### src/rtl/core/rat_pkg.sv
`timescale 1ns / 1ps
package rat_pkg;

  localparam int SliceW   = 9;
  localparam int AngleW   = 17;
  localparam int RadW     = 16;
  localparam int ColorW   = 32;
  localparam int PosW     = 16;
  localparam int CfgIdxW  = 4;
  localparam int CfgDataW = 32;

  localparam int FullTurn    = 46080;
  localparam int HalfTurn    = 23040;
  localparam int QuarterTurn = 11520;
  localparam int UnitRadius  = 32768;
  localparam int PosLimit    = 16384;

  localparam int CordicSteps = 16;
  localparam int DivSteps    = 8;
  localparam int XyW         = 34;
  localparam int ZW          = 24;
  localparam int NumW        = 26;
  localparam int TW          = 17;
  localparam int ProdPW      = XyW + 18;

  localparam logic signed [XyW-1:0] CordicGain = 34'sd652032875;

  typedef enum logic [CfgIdxW-1:0] {
    CFG_START_ANGLE       = 4'd0,
    CFG_END_ANGLE         = 4'd1,
    CFG_INNER_RADIUS      = 4'd2,
    CFG_DRAW_MODE         = 4'd3,
    CFG_INNER_START_COLOR = 4'd4,
    CFG_INNER_END_COLOR   = 4'd5,
    CFG_OUTER_START_COLOR = 4'd6,
    CFG_OUTER_END_COLOR   = 4'd7
  } cfg_idx_t;

  typedef enum logic [1:0] {
    KIND_FAN   = 2'd0,
    KIND_STRIP = 2'd1,
    KIND_LINE  = 2'd2
  } kind_t;

  typedef struct packed {
    logic signed [AngleW-1:0] start_angle;
    logic signed [AngleW-1:0] end_angle;
    logic [RadW-1:0]          inner_radius;
    logic                     draw_mode;
    logic [ColorW-1:0]        inner_start_color;
    logic [ColorW-1:0]        inner_end_color;
    logic [ColorW-1:0]        outer_start_color;
    logic [ColorW-1:0]        outer_end_color;
  } rat_cfg_t;

  // per-slice control that rides along the pipeline
  typedef struct packed {
    kind_t             kind;
    logic [1:0]        n_res;
    logic              last;
    logic              blend_in;
    logic              blend_out;
    logic [ColorW-1:0] col_in;
    logic [ColorW-1:0] col_out;
  } rat_meta_t;

  typedef struct packed {
    rat_meta_t                meta;
    logic signed [XyW-1:0]    x;
    logic signed [XyW-1:0]    y;
    logic signed [ZW-1:0]     z;
    logic                     neg;
    logic [TW-1:0]            t;
    logic [3:0][NumW-1:0]     rem_in;
    logic [3:0][NumW-1:0]     rem_out;
    logic [3:0][7:0]          q_in;
    logic [3:0][7:0]          q_out;
  } rat_cd_t;

  typedef struct packed {
    logic signed [PosW-1:0] pos_x;
    logic signed [PosW-1:0] pos_z;
    logic [ColorW-1:0]      color;
    kind_t                  kind;
    logic                   last;
  } rat_vtx_t;

  // atan(2^-i) in degrees, 16 fraction bits
  function automatic logic signed [ZW-1:0] atan_q16(input logic [3:0] i);
    logic signed [ZW-1:0] v;
    case (i)
      4'd0:    v = 24'sd2949120;
      4'd1:    v = 24'sd1740967;
      4'd2:    v = 24'sd919879;
      4'd3:    v = 24'sd466945;
      4'd4:    v = 24'sd234379;
      4'd5:    v = 24'sd117304;
      4'd6:    v = 24'sd58666;
      4'd7:    v = 24'sd29335;
      4'd8:    v = 24'sd14668;
      4'd9:    v = 24'sd7334;
      4'd10:   v = 24'sd3667;
      4'd11:   v = 24'sd1833;
      4'd12:   v = 24'sd917;
      4'd13:   v = 24'sd458;
      4'd14:   v = 24'sd229;
      default: v = 24'sd115;
    endcase
    return v;
  endfunction

endpackage

### src/rtl/core/rat_cfg_if.sv
`timescale 1ns / 1ps
interface rat_cfg_if;
  logic                          valid;
  logic                          ready;
  logic [rat_pkg::CfgIdxW-1:0]   index;
  logic [rat_pkg::CfgDataW-1:0]  data;
  modport source (output valid, output index, output data, input ready);
  modport sink (input valid, input index, input data, output ready);
endinterface

### src/rtl/core/rat_cfg_regs.sv
`timescale 1ns / 1ps
module rat_cfg_regs (
  input  logic             clk,
  input  logic             rst_n,
  rat_cfg_if.sink          cfg_ch,
  output rat_pkg::rat_cfg_t cfg
);

  rat_pkg::rat_cfg_t cfg_r, cfg_nxt;

  assign cfg_ch.ready = 1'b1;
  assign cfg = cfg_r;

  always_comb begin
    cfg_nxt = cfg_r;
    if (cfg_ch.valid) begin
      unique case (rat_pkg::cfg_idx_t'(cfg_ch.index))
        rat_pkg::CFG_START_ANGLE:       cfg_nxt.start_angle = cfg_ch.data[16:0];
        rat_pkg::CFG_END_ANGLE:         cfg_nxt.end_angle = cfg_ch.data[16:0];
        rat_pkg::CFG_INNER_RADIUS:      cfg_nxt.inner_radius = cfg_ch.data[15:0];
        rat_pkg::CFG_DRAW_MODE:         cfg_nxt.draw_mode = cfg_ch.data[0];
        rat_pkg::CFG_INNER_START_COLOR: cfg_nxt.inner_start_color = cfg_ch.data;
        rat_pkg::CFG_INNER_END_COLOR:   cfg_nxt.inner_end_color = cfg_ch.data;
        rat_pkg::CFG_OUTER_START_COLOR: cfg_nxt.outer_start_color = cfg_ch.data;
        rat_pkg::CFG_OUTER_END_COLOR:   cfg_nxt.outer_end_color = cfg_ch.data;
        default: ;  // unmapped index, dropped
      endcase
    end
  end

  always_ff @(posedge clk) begin
    if (!rst_n) begin
      cfg_r.start_angle       <= '0;
      cfg_r.end_angle         <= 17'(rat_pkg::FullTurn);
      cfg_r.inner_radius      <= '0;
      cfg_r.draw_mode         <= 1'b0;
      cfg_r.inner_start_color <= '1;
      cfg_r.inner_end_color   <= '1;
      cfg_r.outer_start_color <= '1;
      cfg_r.outer_end_color   <= '1;
    end else begin
      cfg_r <= cfg_nxt;
    end
  end

endmodule

### src/flat_wrapper.sv
// flat-port wrapper written by rule: the top's interface ports become plain ports
module rat_cfg_regs_flat 
  (clk, rst_n, cfg, cfg_ch_valid, cfg_ch_index, cfg_ch_data, cfg_ch_ready);
  rat_cfg_if cfg_ch_i ();
  input  logic clk;
  input  logic rst_n;
  output rat_pkg::rat_cfg_t cfg;
  input wire logic [$bits(cfg_ch_i.valid)-1:0] cfg_ch_valid;
  input wire logic [$bits(cfg_ch_i.index)-1:0] cfg_ch_index;
  input wire logic [$bits(cfg_ch_i.data)-1:0] cfg_ch_data;
  output wire logic [$bits(cfg_ch_i.ready)-1:0] cfg_ch_ready;
  assign cfg_ch_i.valid = cfg_ch_valid;
  assign cfg_ch_i.index = cfg_ch_index;
  assign cfg_ch_i.data = cfg_ch_data;
  assign cfg_ch_ready = cfg_ch_i.ready;
  rat_cfg_regs u_core (.clk(clk), .rst_n(rst_n), .cfg_ch(cfg_ch_i), .cfg(cfg));
endmodule
### config.mk
export PLATFORM = sky130hd
export DESIGN_NAME = rat_cfg_regs_flat
export DESIGN_NICKNAME = d
export VERILOG_FILES = /design/src/rtl/core/rat_pkg.sv /design/src/rtl/core/rat_cfg_if.sv /design/src/rtl/core/rat_cfg_regs.sv /design/src/flat_wrapper.sv
export SDC_FILE = /design/constraint.sdc
export NUM_CORES = 1
export LEC_CHECK = 0
export CORE_UTILIZATION = 63
export DETAILED_ROUTE_END_ITERATION = 12
export DONT_BUFFER_PORTS = 1
export GPL_TIMING_DRIVEN = 0
export MAX_ROUTING_LAYER = met4
export PLACE_DENSITY_LB_ADDON = 0.05
export SYNTH_ARGS = -nofsm -noshare
export SYNTH_HDL_FRONTEND = slang
export SYNTH_SLANG_ARGS = --single-unit
### constraint.sdc
create_clock -name clk -period 1.5 [get_ports clk]
set_input_delay 0.15 -clock clk [delete_from_list [all_inputs] [get_ports clk]]
set_output_delay 0.15 -clock clk [all_outputs]
set_load 0.02 [all_outputs]
# Word level (Yosys, flattened, before mapping)

Index checks and enable logic that the tools add are counted.

Register bits: 179
Bits of input ports: 39

Equal/unequal tests: 7
Reductions and logical operators: 9

Operators by type and width:

| kind                                                | number |
|---|---|
| equality test 4 x 3 -> 1 bit, second input constant | 4 |
| AND reduction 2 bit                                 | 8 |
| equality test 4 x 2 -> 1 bit, second input constant | 2 |
| equality test 4 x 1 -> 1 bit, second input constant | 1 |
| logical NOT 4 bit                                   | 1 |

# Longest topological paths before layout

Depth in word-level cells: 2
Mapped depth: 7

# Worst setup path before layout

No wires, ideal clock.

Path kind: input to register
Start: input cfg_ch_index[2]
End: register u_core.cfg_r (netlist bit u_core.cfg[134])
Library setup time: 0.072 ns
Arrival time: 1.207 ns
Required time: 1.428 ns
Path slack: 0.221 ns
Stages: 4
Buffers on the path: 2
Cells stage by stage: buf_2 nor4_4 buf_6 mux2i_1

Longest elaborated chain between the ends: 2

RTL lines:

| element                       | line               | text |
|---|---|---|
| start: declaration            | flat_wrapper.sv:9  | `input wire logic [$bits(cfg_ch_i.index)-1:0] cfg_ch_index;` |
| equality test 4 x 2 -> 1 bit  | rat_cfg_regs.sv:17 | `unique case (rat_pkg::cfg_idx_t'(cfg_ch.index))` |
| AND reduction 2 bit (no line) | n/a                |  |
| end signal: assignment        | rat_cfg_regs.sv:42 | `cfg_r <= cfg_nxt;` |
| end: declaration              | rat_cfg_regs.sv:9  | `rat_pkg::rat_cfg_t cfg_r, cfg_nxt;` |

No other way between the ends.
A chain may end at the register's enable or synchronous reset.

# Worst setup path in the final report

Start: input cfg_ch_index[3]
End: register u_core.cfg_r (netlist bit u_core.cfg[135])

Same word-level chain as after synthesis.

==> run metrics <==
path type of the worst min-delay path input pin to flop; Sequential Power Share between 50% and 60%; fraction of registers with async set/reset 0%; Final Non-Filler Cells a little under 900; placed cell count between 800 and 900; worst hold margin approximately 1.8 ps; most frequent cells in the layout dfxtp_1 (179), mux2i_1 (147), nor2b_1 (134); NetSw 2340 uW; clock skew 0 ps; Post-DP HPWL 13000 microns; minimum clock period after layout 1430 ps; via-per-instance ratio 5.67; # rows 38; Post-CTS Resized 0; vias in the first global route 5244; Fmax achieved about 700 MHz; final instance area 0.00818 sq mm; max reg flops between 150 and 200; EDFF count, synth 0; total track usage around a third; worst-skew pair later-pin latency ~530 ps; die width approximately 110 microns; peak supply drop between 0.0006 and 0.0007 V; Critical Path End Type flop; first-pass GRT wire length approximately 28000 microns; period utilization a little over nine tenths; Cell variety after synth 23; Syn Nets about 720; most common cell after layout, fill and taps aside dfxtp_1; ys flop type dfxtp_1; synthesized flop and latch total around 180; critical path data arrival time around 1900 ps; Final ANT Viol Nets 0; syn_area_per_cell about 10 sq um; Max-slew headroom between 50 and 60%; Final Hold Fails 0; pwr dens around 1200 mW/mm^2; area of the mapped netlist between 0.007 and 0.008 sq mm; H-tree levels 4; Slew Viols, Final 0; # setup viols final 0; clock power share approximately 44%; first drt pass iteration count 5; critical path class input pin to flop; Initial Util 65.0%; worst-path fanout max 10; Core ar. about 0.011 sq mm; Reg2Reg Setup Slack between 500 and 600 ps; Area Growth Syn to Fin 15.6%; DP Area just over 0.007 sq mm; Cells after Synth approximately 700; CP Launch Type input pin; largest net degree at the start of global routing 17; R2R cell count 3; worst slew pin tran slightly below 700 ps; nets@finish approximately 800; LEAKAGE roughly 0.0036 uW; Internal Power about 7400 uW; Worst Setup SP cfg_ch_index[3]; end of the worst register-to-register path u_core.cfg[89]; status finished, final reports clean; Die Ht around 110 microns; Req. time, crit path slightly below 2000 ps; Max clock buf depth 2; Max Cap Viol 0; Syn. warnings 0; Root Buffer clkbuf_8; postcts setup bufs 0; drt total wl between 15000 and 20000 microns; Final GP Congestion about 0.85; die area ~0.012 sq mm; initial antenna violation count 0; Switching Fraction between 20% and 30%; I/O pin total roughly 220; Residual DRC 0; drt wl/cell 20.4 microns; Combinational Power Share between 5 and 6%; via count ~5100; GRT Residual Overflow 0; Port Buf Inserts 0; Worst R2R Start u_core.cfg[89]; RSZ-0062 raised after global routing false; CTS Buf Count 17; sinks on the clock net 179; CTS clk-pin slew, worst paths 70 ps; Initial DRC Count roughly 250; CTS tree yes; crit path capture u_core.cfg[135]; ant diodes 0; sequential-to-total area share from yosys stat approximately half; ratio of cells with drive above 1 in the final layout about 8%
## layer usage
| metal | up-vias | wire length [microns] | GRT usage (%) |
|---|---|---|---|
| met2 | 204 | 8710 | 52.5 |
| met4 | 0 | 433 | 13.2 |
| met3 | 38 | 1760 | 12.1 |
| met5 | - | 0 | - |
| met1 | 2443 | 7330 | 36.8 |
| li1 | 2379 | - | - |
## worst min path at each step
| stage | startpoint | to | depth (start not counted) |
|---|---|---|---|
| after global placement | cfg_ch_data[10] | u_core.cfg[172] | 2 |
| final | cfg_ch_index[1] | u_core.cfg[49] | 2 |
| after detailed placement | cfg_ch_data[15] | u_core.cfg[177] | 2 |
| after floorplan | cfg_ch_data[16] | u_core.cfg[161] | 2 |
| after CTS | cfg_ch_index[1] | u_core.cfg[49] | 2 |
| after global routing | cfg_ch_index[1] | u_core.cfg[51] | 2 |
## synthesized netlist by cell type (2+ instances only)
cell type  instances  area share (%)
buf_4              6            0.64
nand2b_1          32             2.8
clkbuf_1          28             1.5
buf_6             10             1.6
nand2_1           65             3.4
nor2b_1          134              12
a21oi_1           62             4.4
mux2i_1          147              21
buf_2              7            0.50
nand3_2            2            0.28
a21oi_2            2            0.25
dfxtp_1          179              51
## timing repair
action	in CTS	in global routing
hold buffers	37	0
endpoints found under the setup margin	0	3
hold endpoints to repair	179	0
## final cells by class
| class | instances | area (sq um) |
|---|---|---|
| Sequential cell | 179 | 3580 |
| Tap cell | 140 | 175 |
| Buffer | 52 | 302 |
| Timing Repair Buffer | 37 | 370 |
| Clock buffer | 21 | 459 |
| Fill cell | 775 | 2710 |
| Multi-Input combinational cell | 454 | 3190 |
| Clock inverter | 10 | 101 |
## per-stage QoR
step | setup WS [ps] | TNS (ps) | power [uW] | util, %
final | 71.9 | 0 | 9730 | 75.1
after detailed placement | -36.4 | -72.9 | 5500 | 66.6
after CTS | 22.9 | 0 | 9710 | 75.1
after global routing | 13.6 | 0 | 9950 | 75.1
after floorplan | 221 | 0 | 5360 | -
after global placement | 21.1 | 0 | 5480 | 66.6
## power groups by stage
| stage | sequential (uW) | clock [uW] | combinational [uW] |
|---|---|---|---|
| 6_report | 4940 | 4240 | 553 |
| 4_1_cts | 4940 | 4220 | 549 |
| 3_3_place_gp | 5050 | 0 | 435 |
| 2_1_floorplan | 5030 | 0 | 336 |
| 5_1_grt | 4940 | 4410 | 594 |
| 3_5_place_dp | 5050 | 0 | 452 |
## cell families after synthesis
kind of cell / synth area share [%]
mux: 20.8
simple gates: 19.6
compound gates: 4.63
other cells: 0.0530
buf+inv: 4.26
flops: 50.7
## critical path, stage by stage
cell and delay (ps):
dlygate4sd3_1 630, nor4_4 620, buf_6 260, mux2i_1 220
Note: power is estimated with default switching activity, not from simulation.
