`src/rtl/core/rat_pkg.sv`:
```
`timescale 1ns / 1ps
package rat_pkg;

  localparam int SliceW   = 9;
  localparam int AngleW   = 17;
  localparam int RadW     = 16;
  localparam int ColorW   = 32;
  localparam int PosW     = 16;
  localparam int CfgIdxW  = 4;
  localparam int CfgDataW = 32;

  localparam int FullTurn    = 46080;
  localparam int HalfTurn    = 23040;
  localparam int QuarterTurn = 11520;
  localparam int UnitRadius  = 32768;
  localparam int PosLimit    = 16384;

  localparam int CordicSteps = 16;
  localparam int DivSteps    = 8;
  localparam int XyW         = 34;
  localparam int ZW          = 24;
  localparam int NumW        = 26;
  localparam int TW          = 17;
  localparam int ProdPW      = XyW + 18;

  localparam logic signed [XyW-1:0] CordicGain = 34'sd652032875;

  typedef enum logic [CfgIdxW-1:0] {
    CFG_START_ANGLE       = 4'd0,
    CFG_END_ANGLE         = 4'd1,
    CFG_INNER_RADIUS      = 4'd2,
    CFG_DRAW_MODE         = 4'd3,
    CFG_INNER_START_COLOR = 4'd4,
    CFG_INNER_END_COLOR   = 4'd5,
    CFG_OUTER_START_COLOR = 4'd6,
    CFG_OUTER_END_COLOR   = 4'd7
  } cfg_idx_t;

  typedef enum logic [1:0] {
    KIND_FAN   = 2'd0,
    KIND_STRIP = 2'd1,
    KIND_LINE  = 2'd2
  } kind_t;

  typedef struct packed {
    logic signed [AngleW-1:0] start_angle;
    logic signed [AngleW-1:0] end_angle;
    logic [RadW-1:0]          inner_radius;
    logic                     draw_mode;
    logic [ColorW-1:0]        inner_start_color;
    logic [ColorW-1:0]        inner_end_color;
    logic [ColorW-1:0]        outer_start_color;
    logic [ColorW-1:0]        outer_end_color;
  } rat_cfg_t;

  // per-slice control that rides along the pipeline
  typedef struct packed {
    kind_t             kind;
    logic [1:0]        n_res;
    logic              last;
    logic              blend_in;
    logic              blend_out;
    logic [ColorW-1:0] col_in;
    logic [ColorW-1:0] col_out;
  } rat_meta_t;

  typedef struct packed {
    rat_meta_t                meta;
    logic signed [XyW-1:0]    x;
    logic signed [XyW-1:0]    y;
    logic signed [ZW-1:0]     z;
    logic                     neg;
    logic [TW-1:0]            t;
    logic [3:0][NumW-1:0]     rem_in;
    logic [3:0][NumW-1:0]     rem_out;
    logic [3:0][7:0]          q_in;
    logic [3:0][7:0]          q_out;
  } rat_cd_t;

  typedef struct packed {
    logic signed [PosW-1:0] pos_x;
    logic signed [PosW-1:0] pos_z;
    logic [ColorW-1:0]      color;
    kind_t                  kind;
    logic                   last;
  } rat_vtx_t;

  // atan(2^-i) in degrees, 16 fraction bits
  function automatic logic signed [ZW-1:0] atan_q16(input logic [3:0] i);
    logic signed [ZW-1:0] v;
    case (i)
      4'd0:    v = 24'sd2949120;
      4'd1:    v = 24'sd1740967;
      4'd2:    v = 24'sd919879;
      4'd3:    v = 24'sd466945;
      4'd4:    v = 24'sd234379;
      4'd5:    v = 24'sd117304;
      4'd6:    v = 24'sd58666;
      4'd7:    v = 24'sd29335;
      4'd8:    v = 24'sd14668;
      4'd9:    v = 24'sd7334;
      4'd10:   v = 24'sd3667;
      4'd11:   v = 24'sd1833;
      4'd12:   v = 24'sd917;
      4'd13:   v = 24'sd458;
      4'd14:   v = 24'sd229;
      default: v = 24'sd115;
    endcase
    return v;
  endfunction

endpackage

```
`src/rtl/core/rat_front.sv`:
```
`timescale 1ns / 1ps
module rat_front #(
  parameter int MAX_SLICES = 512,
  parameter int ANGLE_STEP = 256
) (
  input  logic                        clk,
  input  logic                        rst_n,
  input  logic                        en,
  input  logic                        in_valid,
  input  logic [rat_pkg::SliceW-1:0]  slice_index,
  input  rat_pkg::rat_cfg_t           cfg,
  output logic                        out_valid,
  output rat_pkg::rat_cd_t            out_item
);

  localparam int ProdW = rat_pkg::SliceW + $clog2(ANGLE_STEP + 1);
  localparam int AngW  = ((ProdW > rat_pkg::AngleW) ? ProdW : rat_pkg::AngleW) + 2;
  localparam int KW    = (($clog2(MAX_SLICES + 1) > rat_pkg::SliceW) ?
                          $clog2(MAX_SLICES + 1) : rat_pkg::SliceW) + 1;

  // stage 1: slice angle
  logic                              v1_r;
  logic [rat_pkg::SliceW-1:0]        k1_r;
  logic signed [AngW-1:0]            ang1_r;
  logic                              ok1_r;
  logic [rat_pkg::TW-1:0]            d1_r;
  logic [ProdW-1:0]                  prod;
  logic signed [AngW-1:0]            ang_nxt;

  assign prod    = ProdW'(slice_index) * ProdW'(ANGLE_STEP);
  assign ang_nxt = AngW'(cfg.start_angle) + AngW'(prod);

  always_ff @(posedge clk) begin
    if (!rst_n) begin
      v1_r <= 1'b0;
    end else if (en) begin
      v1_r <= in_valid;
    end
  end

  always_ff @(posedge clk) begin
    if (en) begin
      k1_r   <= slice_index;
      ang1_r <= ang_nxt;
      ok1_r  <= KW'(slice_index) < KW'(MAX_SLICES);
      d1_r   <= rat_pkg::TW'(prod);
    end
  end

  // stage 2: classify the slice
  logic                              v2_r;
  rat_pkg::rat_meta_t                meta2_r, meta2_nxt;
  logic signed [rat_pkg::AngleW-1:0] tang2_r, tang2_nxt;
  logic [rat_pkg::TW-1:0]            d2_r;
  logic [rat_pkg::TW-1:0]            t2_r;
  logic signed [AngW-1:0]            end_x;
  logic signed [AngW-1:0]            prev;
  logic signed [rat_pkg::AngleW:0]   t_full;
  logic                              below;
  logic                              closing;
  rat_pkg::kind_t                    kind;
  logic [1:0]                        n_base;

  always_comb begin
    end_x   = AngW'(cfg.end_angle);
    prev    = ang1_r - AngW'(ANGLE_STEP);
    below   = ang1_r < end_x;
    closing = !below && ((k1_r == '0) || (prev < end_x));
    t_full  = (rat_pkg::AngleW+1)'(cfg.end_angle) - (rat_pkg::AngleW+1)'(cfg.start_angle);
    if (cfg.draw_mode) kind = rat_pkg::KIND_LINE;
    else if (cfg.inner_radius == '0) kind = rat_pkg::KIND_FAN;
    else kind = rat_pkg::KIND_STRIP;
    if (kind == rat_pkg::KIND_LINE) n_base = 2'd1;
    else if (kind == rat_pkg::KIND_FAN && k1_r != '0) n_base = 2'd1;
    else n_base = 2'd2;

    meta2_nxt.kind      = kind;
    meta2_nxt.n_res     = (ok1_r && (below || closing)) ? n_base : 2'd0;
    meta2_nxt.last      = !below;
    meta2_nxt.blend_in  = below && (kind == rat_pkg::KIND_STRIP);
    meta2_nxt.blend_out = below && (kind != rat_pkg::KIND_LINE);
    meta2_nxt.col_in    = (kind == rat_pkg::KIND_FAN) ? cfg.inner_start_color
                                                      : cfg.inner_end_color;
    meta2_nxt.col_out   = (kind == rat_pkg::KIND_LINE) ? cfg.outer_start_color
                                                       : cfg.outer_end_color;
    tang2_nxt = below ? ang1_r[rat_pkg::AngleW-1:0] : cfg.end_angle;
  end

  always_ff @(posedge clk) begin
    if (!rst_n) begin
      v2_r <= 1'b0;
    end else if (en) begin
      v2_r <= v1_r;
    end
  end

  always_ff @(posedge clk) begin
    if (en) begin
      meta2_r <= meta2_nxt;
      tang2_r <= tang2_nxt;
      d2_r    <= d1_r;
      t2_r    <= t_full[rat_pkg::TW-1:0];
    end
  end

  // stage 3: angle reduction and blend numerators
  logic                   v3_r;
  rat_pkg::rat_cd_t       it3_r, it3_nxt;
  logic signed [18:0]     rx;
  logic signed [18:0]     rm;
  logic [rat_pkg::TW-1:0] tmd;
  logic [7:0]             ca, cb;

  always_comb begin
    rx = 19'(tang2_r) + 19'(2 * rat_pkg::FullTurn);
    if (rx >= 19'(3 * rat_pkg::FullTurn)) rm = rx - 19'(3 * rat_pkg::FullTurn);
    else if (rx >= 19'(2 * rat_pkg::FullTurn)) rm = rx - 19'(2 * rat_pkg::FullTurn);
    else if (rx >= 19'(rat_pkg::FullTurn)) rm = rx - 19'(rat_pkg::FullTurn);
    else rm = rx;
    if (rm > 19'(rat_pkg::HalfTurn)) rm = rm - 19'(rat_pkg::FullTurn);
    it3_nxt.neg = 1'b0;
    if (rm > 19'(rat_pkg::QuarterTurn)) begin
      rm = rm - 19'(rat_pkg::HalfTurn);
      it3_nxt.neg = 1'b1;
    end else if (rm < -19'(rat_pkg::QuarterTurn)) begin
      rm = rm + 19'(rat_pkg::HalfTurn);
      it3_nxt.neg = 1'b1;
    end
    it3_nxt.meta = meta2_r;
    it3_nxt.x    = rat_pkg::CordicGain;
    it3_nxt.y    = '0;
    it3_nxt.z    = rat_pkg::ZW'(rm) <<< 9;
    it3_nxt.t    = t2_r;
    it3_nxt.q_in  = '0;
    it3_nxt.q_out = '0;
    tmd = t2_r - d2_r;
    ca  = '0;
    cb  = '0;
    for (int c = 0; c < 4; c++) begin
      ca = cfg.outer_start_color[8*c +: 8];
      cb = cfg.outer_end_color[8*c +: 8];
      it3_nxt.rem_out[c] = rat_pkg::NumW'(ca) * rat_pkg::NumW'(tmd)
                         + rat_pkg::NumW'(cb) * rat_pkg::NumW'(d2_r)
                         + rat_pkg::NumW'(t2_r >> 1);
      ca = cfg.inner_start_color[8*c +: 8];
      cb = cfg.inner_end_color[8*c +: 8];
      it3_nxt.rem_in[c] = rat_pkg::NumW'(ca) * rat_pkg::NumW'(tmd)
                        + rat_pkg::NumW'(cb) * rat_pkg::NumW'(d2_r)
                        + rat_pkg::NumW'(t2_r >> 1);
    end
  end

  always_ff @(posedge clk) begin
    if (!rst_n) begin
      v3_r <= 1'b0;
    end else if (en) begin
      v3_r <= v2_r;
    end
  end

  always_ff @(posedge clk) begin
    if (en) begin
      it3_r <= it3_nxt;
    end
  end

  assign out_valid = v3_r;
  assign out_item  = it3_r;

endmodule

```
`config.mk`:
```
export PLATFORM = sky130hd
export DESIGN_NAME = rat_front
export DESIGN_NICKNAME = d
export VERILOG_FILES = /design/src/rtl/core/rat_pkg.sv /design/src/rtl/core/rat_front.sv
export SDC_FILE = /design/constraint.sdc
export NUM_CORES = 2
export LEC_CHECK = 0
export BUFFER_PORTS_ARGS = -buffer_cell sky130_fd_sc_hd__buf_2
export CAP_MARGIN = 40
export CORE_MARGIN = 4
export CORE_UTILIZATION = 60
export DETAILED_ROUTE_END_ITERATION = 6
export PLACE_DENSITY_LB_ADDON = 0.25
export SLEW_MARGIN = 20
export SYNTH_ARGS = -nofsm -noshare
export SYNTH_HDL_FRONTEND = slang
export SYNTH_SLANG_ARGS = --single-unit
```
`constraint.sdc`:
```
create_clock -name clk -period 10.2 [get_ports clk]
set_clock_uncertainty 0.2 [all_clocks]
set_input_delay 2.04 -clock clk [delete_from_list [all_inputs] [get_ports clk]]
set_output_delay 2.04 -clock clk [all_outputs]
set_load 0.01 [all_outputs]
```
-- After elaboration in Yosys (flattened, before gate mapping)
Index checks and enable logic that the tools add are counted.
- register bits: 458
- logic and storage cells: 115
- add/subtract/negate cells: 27
- $mul: 16
- order comparisons: 8
- eq/ne operators: 3
- mux-type cells: 14
- bitwise gates (word level): 1
- reduce and logical (&&, ||, !) cells: 12
- operators with widths (operator ; number):
    $add A25 B25 Y26 ; 8
    $add A26 B16 Y26 ; 8
    $mul A8 B17 Y25 ; 8
    $mul A8 B9 Y17 ; 8
    $mux W19 ; 4
    $mux W32 ; 2
    $lt A20 B17 Y1 ; 2
    $sub A19 B17 Y19 const B ; 2
    $sub A17 B17 Y17 ; 2
    $mux W15 ; 2
    $sub A20 B10 Y20 const B ; 1
    $add A17 B18 Y19 ; 1
    $add A17 B18 Y19 const B ; 1
    $ge A19 B17 Y1 const B ; 1
    $ge A19 B18 Y1 const B ; 1
    $ge A19 B19 Y1 const B ; 1
    $gt A19 B15 Y1 const B ; 1
    $gt A19 B16 Y1 const B ; 1
    $lt A19 B15 Y1 const B ; 1
    $sub A19 B18 Y19 const B ; 1
    $sub A19 B19 Y19 const B ; 1
    $mux W17 ; 1
    $logic_not A16 Y1 ; 1
    $add A15 B15 Y15 const B ; 1
    other kinds (14) ; 21

-- Logic depth before layout (Yosys ltp)
- depth in word-level cells: 10
- mapped depth: 34
- mapped depth without buffers: 32

-- Worst setup path after synthesis
Ideal clock, no wire load.
- path kind: input port to flip-flop
- from: in cfg[85] (netlist bit)
- to: reg it3_r (netlist bit out_item[244]) (data pin)
- setup time: 0.265 ns
- arrival: 9.030 ns
- slack: 0.705 ns
- stages on the path: 26
- buffers on the path: 1
- path through: clkbuf_1 > nand2_1 > fa_1 > fa_1 > inv_1 > fa_1 > inv_1 > fa_1 > inv_1 > ha_1 > a21oi_1 > xnor2_1 > fa_1 > fa_1 > fa_1 > inv_1 > fa_1 > ha_1 > ha_1 > nor3_1 > o211ai_1 > a31oi_1 > o21bai_1 > a2111o_1 > and4_1 > or3_1
- RTL lines (element ; RTL line ; source):
    start: declaration ; rat_front.sv:11 ; input rat_pkg::rat_cfg_t cfg,
    end signal: assignment ; rat_front.sv:163 ; it3_r <= it3_nxt;
    end: declaration ; rat_front.sv:108 ; rat_pkg::rat_cd_t it3_r, it3_nxt;

==> summary.md <==
| Metric | Value |
|---|---|
| 1st-pass router iterations | 6 |
| Min-delay worst type | register to register |
| Worst-Skew Late Latency | 0.70 ns |
| Sequential share of the synthesized area | 0.173 |
| Final worst path period need | 9.50 ns |
| CTS Hold Bufs | 0 |
| Initial antenna violation count | 26 |
| Critical path's largest stage delay | 0.55 ns |
| Routed wire per std cell | 20.0 um |
| DIE HEIGHT | 371 um |
| Worst Setup Start Kind | primary input |
| WP data required | 10.41 ns |
| Routed Antenna Nets | 0 |
| Die area | 138000 um2 |
| Final WL | 206 mm |
| Slowest CP cell | fa_1 |
| # resized after CTS | 0 |
| Outcome | complete, no violations |
| Slew Viols, Final | 0 |
| Worst setup margin | 0.698 ns |
| First DRT Iteration DRCs | 3876 |
| Post-CTS setup buffers | 0 |
| Clk slew on worst S/H paths | 0.07 ns |
| GRT overflow | 0 |
| Crit path kind | primary input to register |
| Buffers on Ports | 504 |
| CP bufs+invs | 5 |
| Crit path max fanout | 10 |
| Post-DP HPWL | 165 mm |
| Mapped Avg Cell Area | 9.66 um2 |
| H-tree levels | 2 |
| CP top delay family | adder cells |
| Most frequent cell after synthesis | inv_1 |
| Max frequency | 105 MHz |
| Final instance area | 84900 um2 |
| Synthesized instance count | 8182 |
| Most frequent cell on the critical path | fa_1 |
| Slew at the pin closest to its max-slew limit | 0.920 ns |
| Final count of hold timing violations | 0 |
| Crit end category | register |
| Setup violators final | 0 |
| IO Pins | 646 |
| Post-synthesis cell type count | 103 |
| Ys async rst share | 0 |
| Gp weighted congestion | 0.940 |
| CTS tree | built |
| Vias/cell | 5.45 |
| Placement Setup Slack | 0.0848 ns |
| Clock sinks | 457 |
| First-pass GRT wire length | 327 mm |
| Number of enable flip-flop cells after synthesis | 454 |
| Initial core utilization | 0.607 |
| Fin crit share | 0.932 |
| RSZ-0062 raised after global routing | no |
| # rows | 132 |
| Num CTS Buffers | 54 |
| Hold WS | 0.214 ns |
| Setup TNS | 0 ns |
| Global-route usage over all layers | 0.307 |
| Core area | 130000 um2 |
| Ys flop type | edfxtp_1 |
| Max_cap viols | 0 |
| Ranking of synthesized cells by area | fa_1 (33%), edfxtp_1 (17%), ha_1 (13%) |
| Post-Syn Area | 79000 um2 |
| Synth warnings | 0 |
| Post-route DRC | 0 |
| Dpl cell area | 83000 um2 |
| Flops & latches, synth | 457 |
| CTS Buffer Depth | 3 |
| Slew headroom | 0.387 |
| Vias | 56200 |
| Layout area overhead | 7.41% |
| Largest net degree at the start of global routing | 129 |
| Commonest cells in the netlist | inv_1 (1910), fa_1 (1315), and2_1 (868) |
| Clock Root Buffer | clkbuf_16 |
| Die X | 371 um |
| Post-synth top area share | 0.333 |
| Vias in the first global route | 59000 |
| Area leader, netlist | fa_1 |
| WP data arrival | 9.71 ns |
| Nets | 10900 |
| Layout cells sized above 1 | 0.0976 |
-- metal layers --
layer / up-vias / wire [um] / GRT usage
met1: 28300 / 88600 / 0.442
li1: 25300 / - / -
met5: - / 27 / 0
met2: 2264 / 91200 / 0.470
met3: 314 / 19900 / 0.0651
met4: 4 / 6790 / 0.0907
-- logic make-up (layout without fill, tap and decap cells) --
family	after synthesis	count (layout)	synth area share
and+or+nand+nor	2182	2182	0.140
muxes	89	89	0.0126
other	2	150	0.0000951
buffers and inverters	2373	2618	0.120
DFF	457	457	0.173
AOI/OAI and AO/OA	620	620	0.0536
xor gates and xnor gates	306	306	0.0343
adders and majority gates	2153	2153	0.466
-- stage by stage --
step | utilization | std cells
3_5_place_dp | 0.638 | 10200
5_1_grt | 0.652 | 10300
3_3_place_gp | 0.636 | 10200
4_1_cts | 0.652 | 10300
6_report | 0.652 | 10300
2_1_floorplan | - | 8321
-- placed cells by master (no fill, tap or decap), types with 21 or more instances in the layout --
cell       instances
edfxtp_1         454
o21ai_0           52
inv_1           1910
nand2_1          837
o211ai_1          21
and2_1           868
ha_1             837
and3_1            23
conb_1           141
buf_2            504
o21bai_1          90
nor2b_1           57
a21o_1            59
mux2_2            81
buf_4             78
a21oi_1          206
nand2b_1          59
nand3_1           37
o21a_1            35
nor3_1            66
xor2_1            50
fa_1            1314
nor2_1           168
xnor2_1          247
clkbuf_16         54
-- area by class of cell --
cell class              count  area [um2]
repair buffers            607        3530
well taps                1742        2180
fillers                 10800       45300
clock buffers              61        1390
diodes                      9        22.5
flip-flops and latches    457       13700
clock inverters            40         433
multi-input cells        5491       56400
inverters                1910        7170
-- worst paths after layout --
kind,start,endpoint,slack [ns],cells after the start
setup / recovery,cfg[82],out_item[244],0.70,27
hold reg to reg,it3_nxt[439],out_item[439],0.21,0
hold / removal,it3_nxt[439],out_item[439],0.21,0
setup reg to reg,d2_r[11],out_item[271],1.16,26
-- flip-flops by register name (all words and copies together), names as in the netlist --
name / count
d1_r: 9
d2_r: 9
t2_r: 17
out_valid: 1
it3_nxt: 71
tang2_r: 17
ang1_r: 19
v2_r: 1
v1_r: 1
out_item: 312
Power is left out: the tool's default activity adds up to more than one toggle a clock period on the data nets, which glitch-free logic cannot reach.
