**config.mk**
```make
export PLATFORM = sky130hd
export DESIGN_NAME = rat_vertex_out_flat
export DESIGN_NICKNAME = d
export VERILOG_FILES = /design/src/rtl/core/rat_pkg.sv /design/src/rtl/core/rat_out_if.sv /design/src/rtl/core/rat_vertex_out.sv /design/src/flat_wrapper.sv
export SDC_FILE = /design/constraint.sdc
export NUM_CORES = 2
export LEC_CHECK = 0
export ABC_AREA = 1
export BUFFER_PORTS_ARGS = -buffer_cell sky130_fd_sc_hd__buf_2
export CAP_MARGIN = 20
export CORE_MARGIN = 5
export CORE_UTILIZATION = 60
export CTS_CLUSTER_SIZE = 24
export DETAILED_ROUTE_END_ITERATION = 8
export HOLD_SLACK_MARGIN = 0.08
export PLACE_DENSITY = 0.84
export SKIP_CTS_REPAIR_TIMING = 1
export SYNTH_ARGS = -nofsm -noshare
export SYNTH_HDL_FRONTEND = slang
export SYNTH_SLANG_ARGS = --single-unit
```
**constraint.sdc**
```tcl
create_clock -name clk -period 8.5 [get_ports clk]
set_input_delay 0.85 -clock clk [delete_from_list [all_inputs] [get_ports clk]]
set_output_delay 0.85 -clock clk [all_outputs]
set_load 0.005 [all_outputs]
```
**src/rtl/core/rat_pkg.sv**
```systemverilog
`timescale 1ns / 1ps
package rat_pkg;

  localparam int SliceW   = 9;
  localparam int AngleW   = 17;
  localparam int RadW     = 16;
  localparam int ColorW   = 32;
  localparam int PosW     = 16;
  localparam int CfgIdxW  = 4;
  localparam int CfgDataW = 32;

  localparam int FullTurn    = 46080;
  localparam int HalfTurn    = 23040;
  localparam int QuarterTurn = 11520;
  localparam int UnitRadius  = 32768;
  localparam int PosLimit    = 16384;

  localparam int CordicSteps = 16;
  localparam int DivSteps    = 8;
  localparam int XyW         = 34;
  localparam int ZW          = 24;
  localparam int NumW        = 26;
  localparam int TW          = 17;
  localparam int ProdPW      = XyW + 18;

  localparam logic signed [XyW-1:0] CordicGain = 34'sd652032875;

  typedef enum logic [CfgIdxW-1:0] {
    CFG_START_ANGLE       = 4'd0,
    CFG_END_ANGLE         = 4'd1,
    CFG_INNER_RADIUS      = 4'd2,
    CFG_DRAW_MODE         = 4'd3,
    CFG_INNER_START_COLOR = 4'd4,
    CFG_INNER_END_COLOR   = 4'd5,
    CFG_OUTER_START_COLOR = 4'd6,
    CFG_OUTER_END_COLOR   = 4'd7
  } cfg_idx_t;

  typedef enum logic [1:0] {
    KIND_FAN   = 2'd0,
    KIND_STRIP = 2'd1,
    KIND_LINE  = 2'd2
  } kind_t;

  typedef struct packed {
    logic signed [AngleW-1:0] start_angle;
    logic signed [AngleW-1:0] end_angle;
    logic [RadW-1:0]          inner_radius;
    logic                     draw_mode;
    logic [ColorW-1:0]        inner_start_color;
    logic [ColorW-1:0]        inner_end_color;
    logic [ColorW-1:0]        outer_start_color;
    logic [ColorW-1:0]        outer_end_color;
  } rat_cfg_t;

  // per-slice control that rides along the pipeline
  typedef struct packed {
    kind_t             kind;
    logic [1:0]        n_res;
    logic              last;
    logic              blend_in;
    logic              blend_out;
    logic [ColorW-1:0] col_in;
    logic [ColorW-1:0] col_out;
  } rat_meta_t;

  typedef struct packed {
    rat_meta_t                meta;
    logic signed [XyW-1:0]    x;
    logic signed [XyW-1:0]    y;
    logic signed [ZW-1:0]     z;
    logic                     neg;
    logic [TW-1:0]            t;
    logic [3:0][NumW-1:0]     rem_in;
    logic [3:0][NumW-1:0]     rem_out;
    logic [3:0][7:0]          q_in;
    logic [3:0][7:0]          q_out;
  } rat_cd_t;

  typedef struct packed {
    logic signed [PosW-1:0] pos_x;
    logic signed [PosW-1:0] pos_z;
    logic [ColorW-1:0]      color;
    kind_t                  kind;
    logic                   last;
  } rat_vtx_t;

  // atan(2^-i) in degrees, 16 fraction bits
  function automatic logic signed [ZW-1:0] atan_q16(input logic [3:0] i);
    logic signed [ZW-1:0] v;
    case (i)
      4'd0:    v = 24'sd2949120;
      4'd1:    v = 24'sd1740967;
      4'd2:    v = 24'sd919879;
      4'd3:    v = 24'sd466945;
      4'd4:    v = 24'sd234379;
      4'd5:    v = 24'sd117304;
      4'd6:    v = 24'sd58666;
      4'd7:    v = 24'sd29335;
      4'd8:    v = 24'sd14668;
      4'd9:    v = 24'sd7334;
      4'd10:   v = 24'sd3667;
      4'd11:   v = 24'sd1833;
      4'd12:   v = 24'sd917;
      4'd13:   v = 24'sd458;
      4'd14:   v = 24'sd229;
      default: v = 24'sd115;
    endcase
    return v;
  endfunction

endpackage

```
**src/rtl/core/rat_out_if.sv**
```systemverilog
`timescale 1ns / 1ps
interface rat_out_if;
  logic                             valid;
  logic                             ready;
  logic signed [rat_pkg::PosW-1:0]  pos_x;
  logic signed [rat_pkg::PosW-1:0]  pos_z;
  logic [7:0]                       red;
  logic [7:0]                       green;
  logic [7:0]                       blue;
  logic [7:0]                       alpha;
  logic [1:0]                       primitive_kind;
  logic                             last_vertex;
  modport source (output valid, output pos_x, output pos_z, output red, output green,
                  output blue, output alpha, output primitive_kind, output last_vertex,
                  input ready);
  modport sink (input valid, input pos_x, input pos_z, input red, input green,
                input blue, input alpha, input primitive_kind, input last_vertex,
                output ready);
endinterface

```
**src/rtl/core/rat_vertex_out.sv**
```systemverilog
`timescale 1ns / 1ps
module rat_vertex_out (
  input  logic              clk,
  input  logic              rst_n,
  input  logic              in_valid,
  input  rat_pkg::rat_cd_t  in_item,
  input  rat_pkg::rat_cfg_t cfg,
  output logic              adv,
  rat_out_if.source         out_ch
);

  localparam int PW = rat_pkg::ProdPW;

  function automatic logic signed [rat_pkg::PosW-1:0] sat_pos(input logic signed [PW-1:0] v);
    logic signed [rat_pkg::PosW-1:0] r;
    if (v > PW'(rat_pkg::PosLimit)) r = rat_pkg::PosW'(rat_pkg::PosLimit);
    else if (v < -PW'(rat_pkg::PosLimit)) r = -rat_pkg::PosW'(rat_pkg::PosLimit);
    else r = v[rat_pkg::PosW-1:0];
    return r;
  endfunction

  // stage B1: sign fix, outer scale, inner multiply, color pick
  logic                            vb1_r;
  rat_pkg::rat_meta_t              mb1_r;
  logic signed [rat_pkg::PosW-1:0] ox_r, oz_r;
  logic signed [PW-1:0]            px_r, pz_r;
  logic [rat_pkg::ColorW-1:0]      ci_r, co_r;
  logic signed [rat_pkg::XyW-1:0]  xs, ys;
  logic signed [rat_pkg::XyW-1:0]  oxw, ozw;
  logic [16:0]                     irc;
  logic signed [PW-1:0]            ir_s;

  always_comb begin
    xs   = in_item.neg ? -in_item.x : in_item.x;
    ys   = in_item.neg ? -in_item.y : in_item.y;
    oxw  = (xs + rat_pkg::XyW'(32768)) >>> 16;
    ozw  = (ys + rat_pkg::XyW'(32768)) >>> 16;
    irc  = (cfg.inner_radius > 16'(rat_pkg::UnitRadius)) ? 17'(rat_pkg::UnitRadius)
                                                         : 17'(cfg.inner_radius);
    ir_s = PW'(signed'({1'b0, irc}));
  end

  // stage B2
  logic                            vb2_r;
  rat_pkg::rat_vtx_t               vin_r, vout_r;
  logic [1:0]                      nb2_r;
  logic signed [PW-1:0]            ixw, izw;
  rat_pkg::rat_vtx_t               vin_nxt, vout_nxt;

  always_comb begin
    ixw = (px_r + PW'(64'sd1073741824)) >>> 31;
    izw = (pz_r + PW'(64'sd1073741824)) >>> 31;
    vin_nxt.pos_x  = sat_pos(ixw);
    vin_nxt.pos_z  = sat_pos(izw);
    vin_nxt.color  = ci_r;
    vin_nxt.kind   = mb1_r.kind;
    vin_nxt.last   = 1'b0;
    vout_nxt.pos_x = ox_r;
    vout_nxt.pos_z = oz_r;
    vout_nxt.color = co_r;
    vout_nxt.kind  = mb1_r.kind;
    vout_nxt.last  = mb1_r.last;
  end

  // output buffer: up to two vertices of one slice
  rat_pkg::rat_vtx_t r0_r, r0_nxt, r1_r, r1_nxt;
  logic [1:0]        cnt_r, cnt_nxt;
  logic              can_take;

  assign can_take = (cnt_r == 2'd0) || ((cnt_r == 2'd1) && out_ch.ready);
  assign adv      = !vb2_r || can_take;

  always_comb begin
    cnt_nxt = cnt_r;
    r0_nxt  = r0_r;
    r1_nxt  = r1_r;
    if ((cnt_r != 2'd0) && out_ch.ready) begin
      if (cnt_r == 2'd2) begin
        r0_nxt  = r1_r;
        cnt_nxt = 2'd1;
      end else begin
        cnt_nxt = 2'd0;
      end
    end
    if (vb2_r && can_take) begin
      cnt_nxt = nb2_r;
      r0_nxt  = (nb2_r == 2'd2) ? vin_r : vout_r;
      r1_nxt  = vout_r;
    end
  end

  always_ff @(posedge clk) begin
    if (!rst_n) begin
      vb1_r <= 1'b0;
      vb2_r <= 1'b0;
      cnt_r <= 2'd0;
    end else begin
      if (adv) begin
        vb1_r <= in_valid;
        vb2_r <= vb1_r;
      end
      cnt_r <= cnt_nxt;
    end
  end

  always_ff @(posedge clk) begin
    if (adv) begin
      mb1_r  <= in_item.meta;
      ox_r   <= sat_pos(PW'(oxw));
      oz_r   <= sat_pos(PW'(ozw));
      px_r   <= PW'(xs) * ir_s;
      pz_r   <= PW'(ys) * ir_s;
      ci_r   <= in_item.meta.blend_in ? in_item.q_in : in_item.meta.col_in;
      co_r   <= in_item.meta.blend_out ? in_item.q_out : in_item.meta.col_out;
      vin_r  <= vin_nxt;
      vout_r <= vout_nxt;
      nb2_r  <= mb1_r.n_res;
    end
    r0_r <= r0_nxt;
    r1_r <= r1_nxt;
  end

  assign out_ch.valid          = cnt_r != 2'd0;
  assign out_ch.pos_x          = r0_r.pos_x;
  assign out_ch.pos_z          = r0_r.pos_z;
  assign out_ch.red            = r0_r.color[31:24];
  assign out_ch.green          = r0_r.color[23:16];
  assign out_ch.blue           = r0_r.color[15:8];
  assign out_ch.alpha          = r0_r.color[7:0];
  assign out_ch.primitive_kind = r0_r.kind;
  assign out_ch.last_vertex    = r0_r.last;

endmodule

```
**src/flat_wrapper.sv**
```systemverilog
// flat-port wrapper written by rule: the top's interface ports become plain ports
module rat_vertex_out_flat 
  (clk, rst_n, in_valid, in_item, cfg, adv, out_ch_valid, out_ch_pos_x, out_ch_pos_z, out_ch_red, out_ch_green, out_ch_blue, out_ch_alpha, out_ch_primitive_kind, out_ch_last_vertex, out_ch_ready);
  rat_out_if out_ch_i ();
  input  logic clk;
  input  logic rst_n;
  input  logic in_valid;
  input  rat_pkg::rat_cd_t in_item;
  input  rat_pkg::rat_cfg_t cfg;
  output logic adv;
  output wire logic [$bits(out_ch_i.valid)-1:0] out_ch_valid;
  output wire logic [$bits(out_ch_i.pos_x)-1:0] out_ch_pos_x;
  output wire logic [$bits(out_ch_i.pos_z)-1:0] out_ch_pos_z;
  output wire logic [$bits(out_ch_i.red)-1:0] out_ch_red;
  output wire logic [$bits(out_ch_i.green)-1:0] out_ch_green;
  output wire logic [$bits(out_ch_i.blue)-1:0] out_ch_blue;
  output wire logic [$bits(out_ch_i.alpha)-1:0] out_ch_alpha;
  output wire logic [$bits(out_ch_i.primitive_kind)-1:0] out_ch_primitive_kind;
  output wire logic [$bits(out_ch_i.last_vertex)-1:0] out_ch_last_vertex;
  input wire logic [$bits(out_ch_i.ready)-1:0] out_ch_ready;
  assign out_ch_valid = out_ch_i.valid;
  assign out_ch_pos_x = out_ch_i.pos_x;
  assign out_ch_pos_z = out_ch_i.pos_z;
  assign out_ch_red = out_ch_i.red;
  assign out_ch_green = out_ch_i.green;
  assign out_ch_blue = out_ch_i.blue;
  assign out_ch_alpha = out_ch_i.alpha;
  assign out_ch_primitive_kind = out_ch_i.primitive_kind;
  assign out_ch_last_vertex = out_ch_i.last_vertex;
  assign out_ch_i.ready = out_ch_ready;
  rat_vertex_out u_core (.clk(clk), .rst_n(rst_n), .in_valid(in_valid), .in_item(in_item), .cfg(cfg), .adv(adv), .out_ch(out_ch_i));
endmodule
```
# ---- Yosys cells after proc, flatten, opt, wreduce, memory -nomap -nowiden
# Cells that the tools add are included.
dict set report op_classes {
  div 0
  n_bitwise 0
  n_lt_le_gt_ge 9
  eq_ne 3
  n_mux 16
  mul 2
  n_reduce_logical 15
  add_sub_neg 6
  shift 0
}
# op n
set op_table {}
lappend op_table {{$mux 67} 4}
lappend op_table {{$add 52x32->52 const B} 2}
lappend op_table {{$mul 34x17->51} 2}
lappend op_table {{$mux 16} 5}
lappend op_table {{$add 34x17->34 const B} 2}
lappend op_table {{$mux 34} 2}
lappend op_table {{$neg 34->34} 2}
lappend op_table {{$mux 32} 2}
lappend op_table {{$gt 21x16->1 const B} 2}
lappend op_table {{$lt 21x15->1 const B} 2}
lappend op_table {{$gt 18x16->1 const B} 2}
lappend op_table {{$lt 18x15->1 const B} 2}
lappend op_table {{$gt 16x16->1 const B} 1}
lappend op_table {{$reduce_or 2->1} 4}
lappend op_table {{$reduce_bool 2->1} 3}
lappend op_table {{$eq 2x2->1 const B} 2}
lappend op_table {{$mux 2} 2}
lappend op_table {{$logic_and 1x1->1} 3}
lappend op_table {{$eq 2x1->1 const B} 1}
lappend op_table {{$logic_not 2->1} 1}
lappend op_table {{$logic_or 1x1->1} 2}
lappend op_table {{$reduce_and 2->1} 1}
lappend op_table {{$logic_not 1->1} 1}
lappend op_table {{$mux 1} 1}
dict set report word_totals {
  elab_cells 86
  in_bits 636
  output_inout_bits 69
  latchBits 0
  ff_bits 476
  ram_bits 0
  memories 0
  rom_bits 0
}

# ---- Depth between registers and ports, before layout
dict set report logic_depth {
  word_depth 6
  depth_mapped 39
  mapped_depth_nobuf 36
}

# ---- Least setup slack after synthesis
# OpenSTA, ideal clock, no wires.
dict set report synth_timing {
  path_kind {input to output}
  startpoint {input out_ch_ready}
  endpoint {output adv}
  n_path_buf 0
  required_time_ns 7.650
  stages 4
  arrival_ns 6.942
  slack_ns 0.708
  path_cell_list {inv_1 > nand2_1 > nand2_1 > nand2_1}
}
dict set report synth_between {
  elab_chain_cells 3
}
# element line_no
set synth_rtl {}
lappend synth_rtl {{start: declaration} flat_wrapper.sv:20} ;# input wire logic [$bits(out_ch_i.ready)-1:0] out_ch_ready;
lappend synth_rtl {{$logic_and 1x1->1} rat_vertex_out.sv:70} ;# assign can_take = (cnt_r == 2'd0) || ((cnt_r == 2'd1) && out_ch.ready);
lappend synth_rtl {{$logic_or 1x1->1} rat_vertex_out.sv:70}
lappend synth_rtl {{$logic_or 1x1->1} rat_vertex_out.sv:71} ;# assign adv = !vb2_r || can_take;
lappend synth_rtl {{end: declaration} flat_wrapper.sv:10} ;# output logic adv;
# Every way passes these cells.

# ---- Worst setup path after layout
dict set report layout_timing {
  startpoint {input cfg[134] (netlist name)}
  endpoint {register u_core.px_r[50], data pin}
}
dict set report layout_between {
  elab_chain_cells 3
}
# element line_no
set layout_rtl {}
lappend layout_rtl {{start: declaration} flat_wrapper.sv:9} ;# input rat_pkg::rat_cfg_t cfg;
lappend layout_rtl {{$gt 16x16->1} rat_vertex_out.sv:38} ;# irc = (cfg.inner_radius > 16'(rat_pkg::UnitRadius)) ? 17'(rat_pkg::UnitRadius)
lappend layout_rtl {{$mux 16 *} rat_vertex_out.sv:38}
lappend layout_rtl {{$mul 34x17->51 *} rat_vertex_out.sv:111} ;# px_r <= PW'(xs) * ir_s;
lappend layout_rtl {{end signal: assignment} rat_vertex_out.sv:111}
lappend layout_rtl {{end: declaration} rat_vertex_out.sv:26} ;# logic signed [PW-1:0] px_r, pz_r;
# Every way passes the cells marked *; elsewhere a longest branch is shown, timed or not.
# A chain may end at the register's enable or synchronous reset.

==> results by group <==
Run status
  – Outcome: finished clean

Die
  – Starting Density: 0.605
  – Core outline area: 93500 µm²
  – Die area: 100000 µm²
  – FP Rows: ~110
  – Die X-Extent: 317 µm
  – Die height: 317 µm
  – I/O pin count: slightly above 700

Place
  – Detail Placement HPWL: 130000 µm
  – Pre-CTS WS: 0.206 ns
  – Final RePlAce weighted congestion: around 1.0
  – Port Buffers: between 200 and 300

Detailed routing
  – # DRC: 0
  – Detailed Route Iter0 Violations: approximately 4400
  – Post-Route WL: 163000 µm
  – ANT nets after route: 0
  – Vias: 44742
  – Via/cell ratio: around 5.6
  – Routed wire length per instance: a little over 20 µm
  – Initial DRT Pass Iterations: 8

Clock network
  – Worst-skew pair later-pin latency: approximately 0.54 ns
  – Total CTS buffers: 36
  – CTS Sinks: 414
  – Worst-path clk slew: 0.07 ns
  – H-tree Lvls: 2
  – TritonCTS clock tree: yes
  – Clock Tree Buf Depth: 3
  – CTS root buf: clkbuf_16

Global route
  – Initial antenna violation count: 30
  – GRT busiest layer: met2
  – Met3 Use GR: 0.111
  – Vias in the first global route: 46600
  – Global Route Usage Sum: 0.328
  – Largest net degree at the start of global routing: 154
  – First-pass GRT wire length: roughly 250000 µm
  – Grt ovf: 0
  – GR Layer Usage met1: 0.427
  – GR Util met2: 0.507

Worst setup path
  – Slowest CP cell: fa_1
  – Crit Reg-Reg Startpoint: u_core.cnt_r[0]
  – Bufs and invs on worst path: 7
  – Slowest stage delay, CP: 0.69 ns
  – Reg2Reg Depth: 6
  – Crit end category: register
  – CP Depth: 26
  – FF-to-FF End: u_core.out_ch.pos_z[11]
  – FF-to-FF setup slack: 5.16 ns
  – Most frequent CP cell: fa_1
  – Worst path top cell family by delay: adder cells
  – Startpoint types: primary input
  – Worst-path fanout max: 14
  – Critical path required time: 8.74 ns
  – Kind of critical path: in -> reg
  – Crit path arrival time: 8.16 ns

Timing
  – RSZ-0062 raised after global routing: false
  – # setup viols final: 0
  – Setup WS post-layout: 0.581 ns
  – Fin. Hold Viols: 0
  – Worst-margin pin slew: between 1 and 1.5 ns
  – Final Cycle Share: 0.932
  – Post-route setup TNS: 0 ns
  – Worst Clk Skew: 0.0213 ns
  – Slew Viols, Final: 0
  – Relative slew slack: 0.215
  – Highest Clock Rate: between 100 and 150 MHz
  – Final hold slack: 0.410 ns
  – Min cycle time layout: 7.92 ns

Worst hold path
  – Worst hold start: u_core.oz_r[14]
  – Hold path cells: 0
  – Hold Path Sink: u_core.vout_r[49]
  – Hold Crit Class: reg -> reg

Yosys
  – Synth warnings: 0
  – Syn Inst Count: 6372
  – Yosys reg bits: 414
  – Async set or reset register ratio after synthesis: 0
  – EDFF count, synth: 410
  – Post-Syn Area: 56500 µm²
  – Mapped Nets: 8282
  – Post-synth top flop: edfxtp_1
  – Register area share after synthesis: 0.219
  – Cell variety after synth: roughly 60
  – Mean post-synth cell area: 8.87 µm²

Final layout
  – Area delta synth->final: 8.46%
  – Fill cell count: 7249
  – Most frequent cells in the layout: 1453 x inv_1, 1241 x nand2_1, 1030 x fa_1, 763 x nor2_1, 410 x edfxtp_1
  – Layout net count: between 8000 and 9000
  – Most common cell after layout, fill and taps aside: inv_1
  – Final Util: 0.656
  – Layout cells sized above 1: 0.112

Power
  – Worst IR Drop VDD: 0.448 mV
  – Power per cell area: 326 nW/µm²
  – Leak pwr: 30.2 nW

Flow run
  – Max-cap viol count: 0
==> cell usage after synthesis (7+ instances only) <==
| cell | number | share of area |
|---|---|---|
| xnor2_1 | 32 | 0.0050 |
| clkinv_1 | 11 | 0.00073 |
| fa_1 | 1030 | 0.36 |
| mux2_2 | 64 | 0.013 |
| buf_1 | 24 | 0.0016 |
| nor4_1 | 9 | 0.0010 |
| inv_1 | 1457 | 0.097 |
| nand3_2 | 10 | 0.0018 |
| or2_2 | 9 | 0.0010 |
| inv_2 | 27 | 0.0018 |
| o31ai_1 | 8 | 0.0011 |
| clkbuf_1 | 182 | 0.012 |
| nor2_4 | 15 | 0.0030 |
| a31oi_1 | 79 | 0.0087 |
| nand4_1 | 48 | 0.0053 |
| buf_6 | 8 | 0.0016 |
| a21oi_1 | 137 | 0.012 |
| o21ai_0 | 76 | 0.0067 |
| nor2_1 | 763 | 0.051 |
| nand3b_1 | 9 | 0.0012 |
| o21ai_1 | 7 | 0.00062 |
| nor2_2 | 33 | 0.0037 |
| nand2_4 | 8 | 0.0016 |
| o21a_1 | 14 | 0.0019 |
| nand3_1 | 204 | 0.018 |
| nor3_1 | 17 | 0.0015 |
| a21o_1 | 8 | 0.0011 |
| nand2_2 | 39 | 0.0043 |
| nand2_1 | 1247 | 0.083 |
| ha_1 | 244 | 0.054 |
| edfxtp_1 | 410 | 0.22 |
| xor2_1 | 78 | 0.012 |
==> kinds of logic (layout without fill, tap and decap cells) <==
family          after synthesis  in the layout  share of synthesized area
xor+xnor                    111            111                     0.0175
simple gates               2429           2429                      0.179
mux                          64             64                     0.0127
other cells                   0             24                          0
buf+inv                    1720           2024                      0.116
compound gates              360            360                     0.0368
fa+ha+maj                  1274           1274                      0.419
flops                       414            414                      0.219
==> layout make-up <==
type / count / area (µm²) / area share
antenna: 24 / 60.1 / 0.000979
clock buffer: 42 / 923 / 0.0151
clock inverter: 23 / 194 / 0.00316
inverter: 1495 / 5620 / 0.0916
multi-input combinational: 4238 / 37600 / 0.614
sequential: 414 / 12400 / 0.202
tap: 1254 / 1570 / 0.0256
timing repair buffer: 464 / 2930 / 0.0477
==> worst max path at each step <==
stage | slack, ns | to | from
finish | 0.58 | u_core.px_r[50] | cfg[134]
global route | 0.22 | u_core.px_r[50] | in_item[360]
CTS | 0.78 | u_core.px_r[50] | cfg[134]
detailed placement | 0.21 | u_core.px_r[44] | in_item[348]
global placement | 0.23 | u_core.px_r[44] | in_item[348]
floorplan | 0.71 | adv | out_ch_ready
==> per-stage QoR <==
| step | std cells | total power, mW | area (µm²) |
|---|---|---|---|
| final | 7954 | 20.0 | 61300 |
| after global routing | 7937 | 22.0 | 61300 |
| after CTS | 7929 | 19.7 | 61300 |
| after detailed placement | 7864 | 18.1 | 60100 |
| after global placement | 7864 | 17.7 | 60100 |
| after floorplan | 6372 | 13.6 | 56500 |
==> worst reg2reg max path, stage by stage, from the launching register on <==
cell	delay, ns
dfxtp_1	0.35
nand2_1	0.12
nand3_1	0.42
inv_6	0.76
buf_4	0.95
nor2_1	0.15
a31oi_1	0.36
==> registers in the layout, indices dropped and copies added (netlist names), 2 cells and up <==
| signal | flops |
|---|---|
| u_core.co_r | 32 |
| u_core.oz_r | 16 |
| u_core.ox_r | 16 |
| u_core.ci_r | 32 |
| u_core.out_ch.pos_z | 16 |
| u_core.out_ch.pos_x | 16 |
| u_core.mb1_r | 5 |
| u_core.pz_r | 21 |
| u_core.vout_r | 65 |
| u_core.out_ch.blue | 8 |
| u_core.cnt_r | 2 |
| u_core.vin_r | 66 |
| u_core.r1_r | 67 |
| u_core.px_r | 21 |
| u_core.out_ch.green | 8 |
| u_core.nb2_r | 2 |
| u_core.out_ch.red | 8 |
| u_core.out_ch.alpha | 8 |
| u_core.out_ch.primitive_kind | 2 |
==> report_power, final <==
part	internal, mW	leakage (nW)	switching, mW
clock network	0.852	0.550	0.712
logic	5.57	25.4	9.74
registers	2.96	4.28	0.155
==> layer usage <==
layer  wire length (µm)  part of all wire  vias up
li1                   -                 -    19662
met1              59400              0.36    21828
met4               7930             0.049       14
met2              72700              0.45     2735
met3              23000              0.14      503
met5                 89           0.00055        -
(Power assumes the default switching activity.)
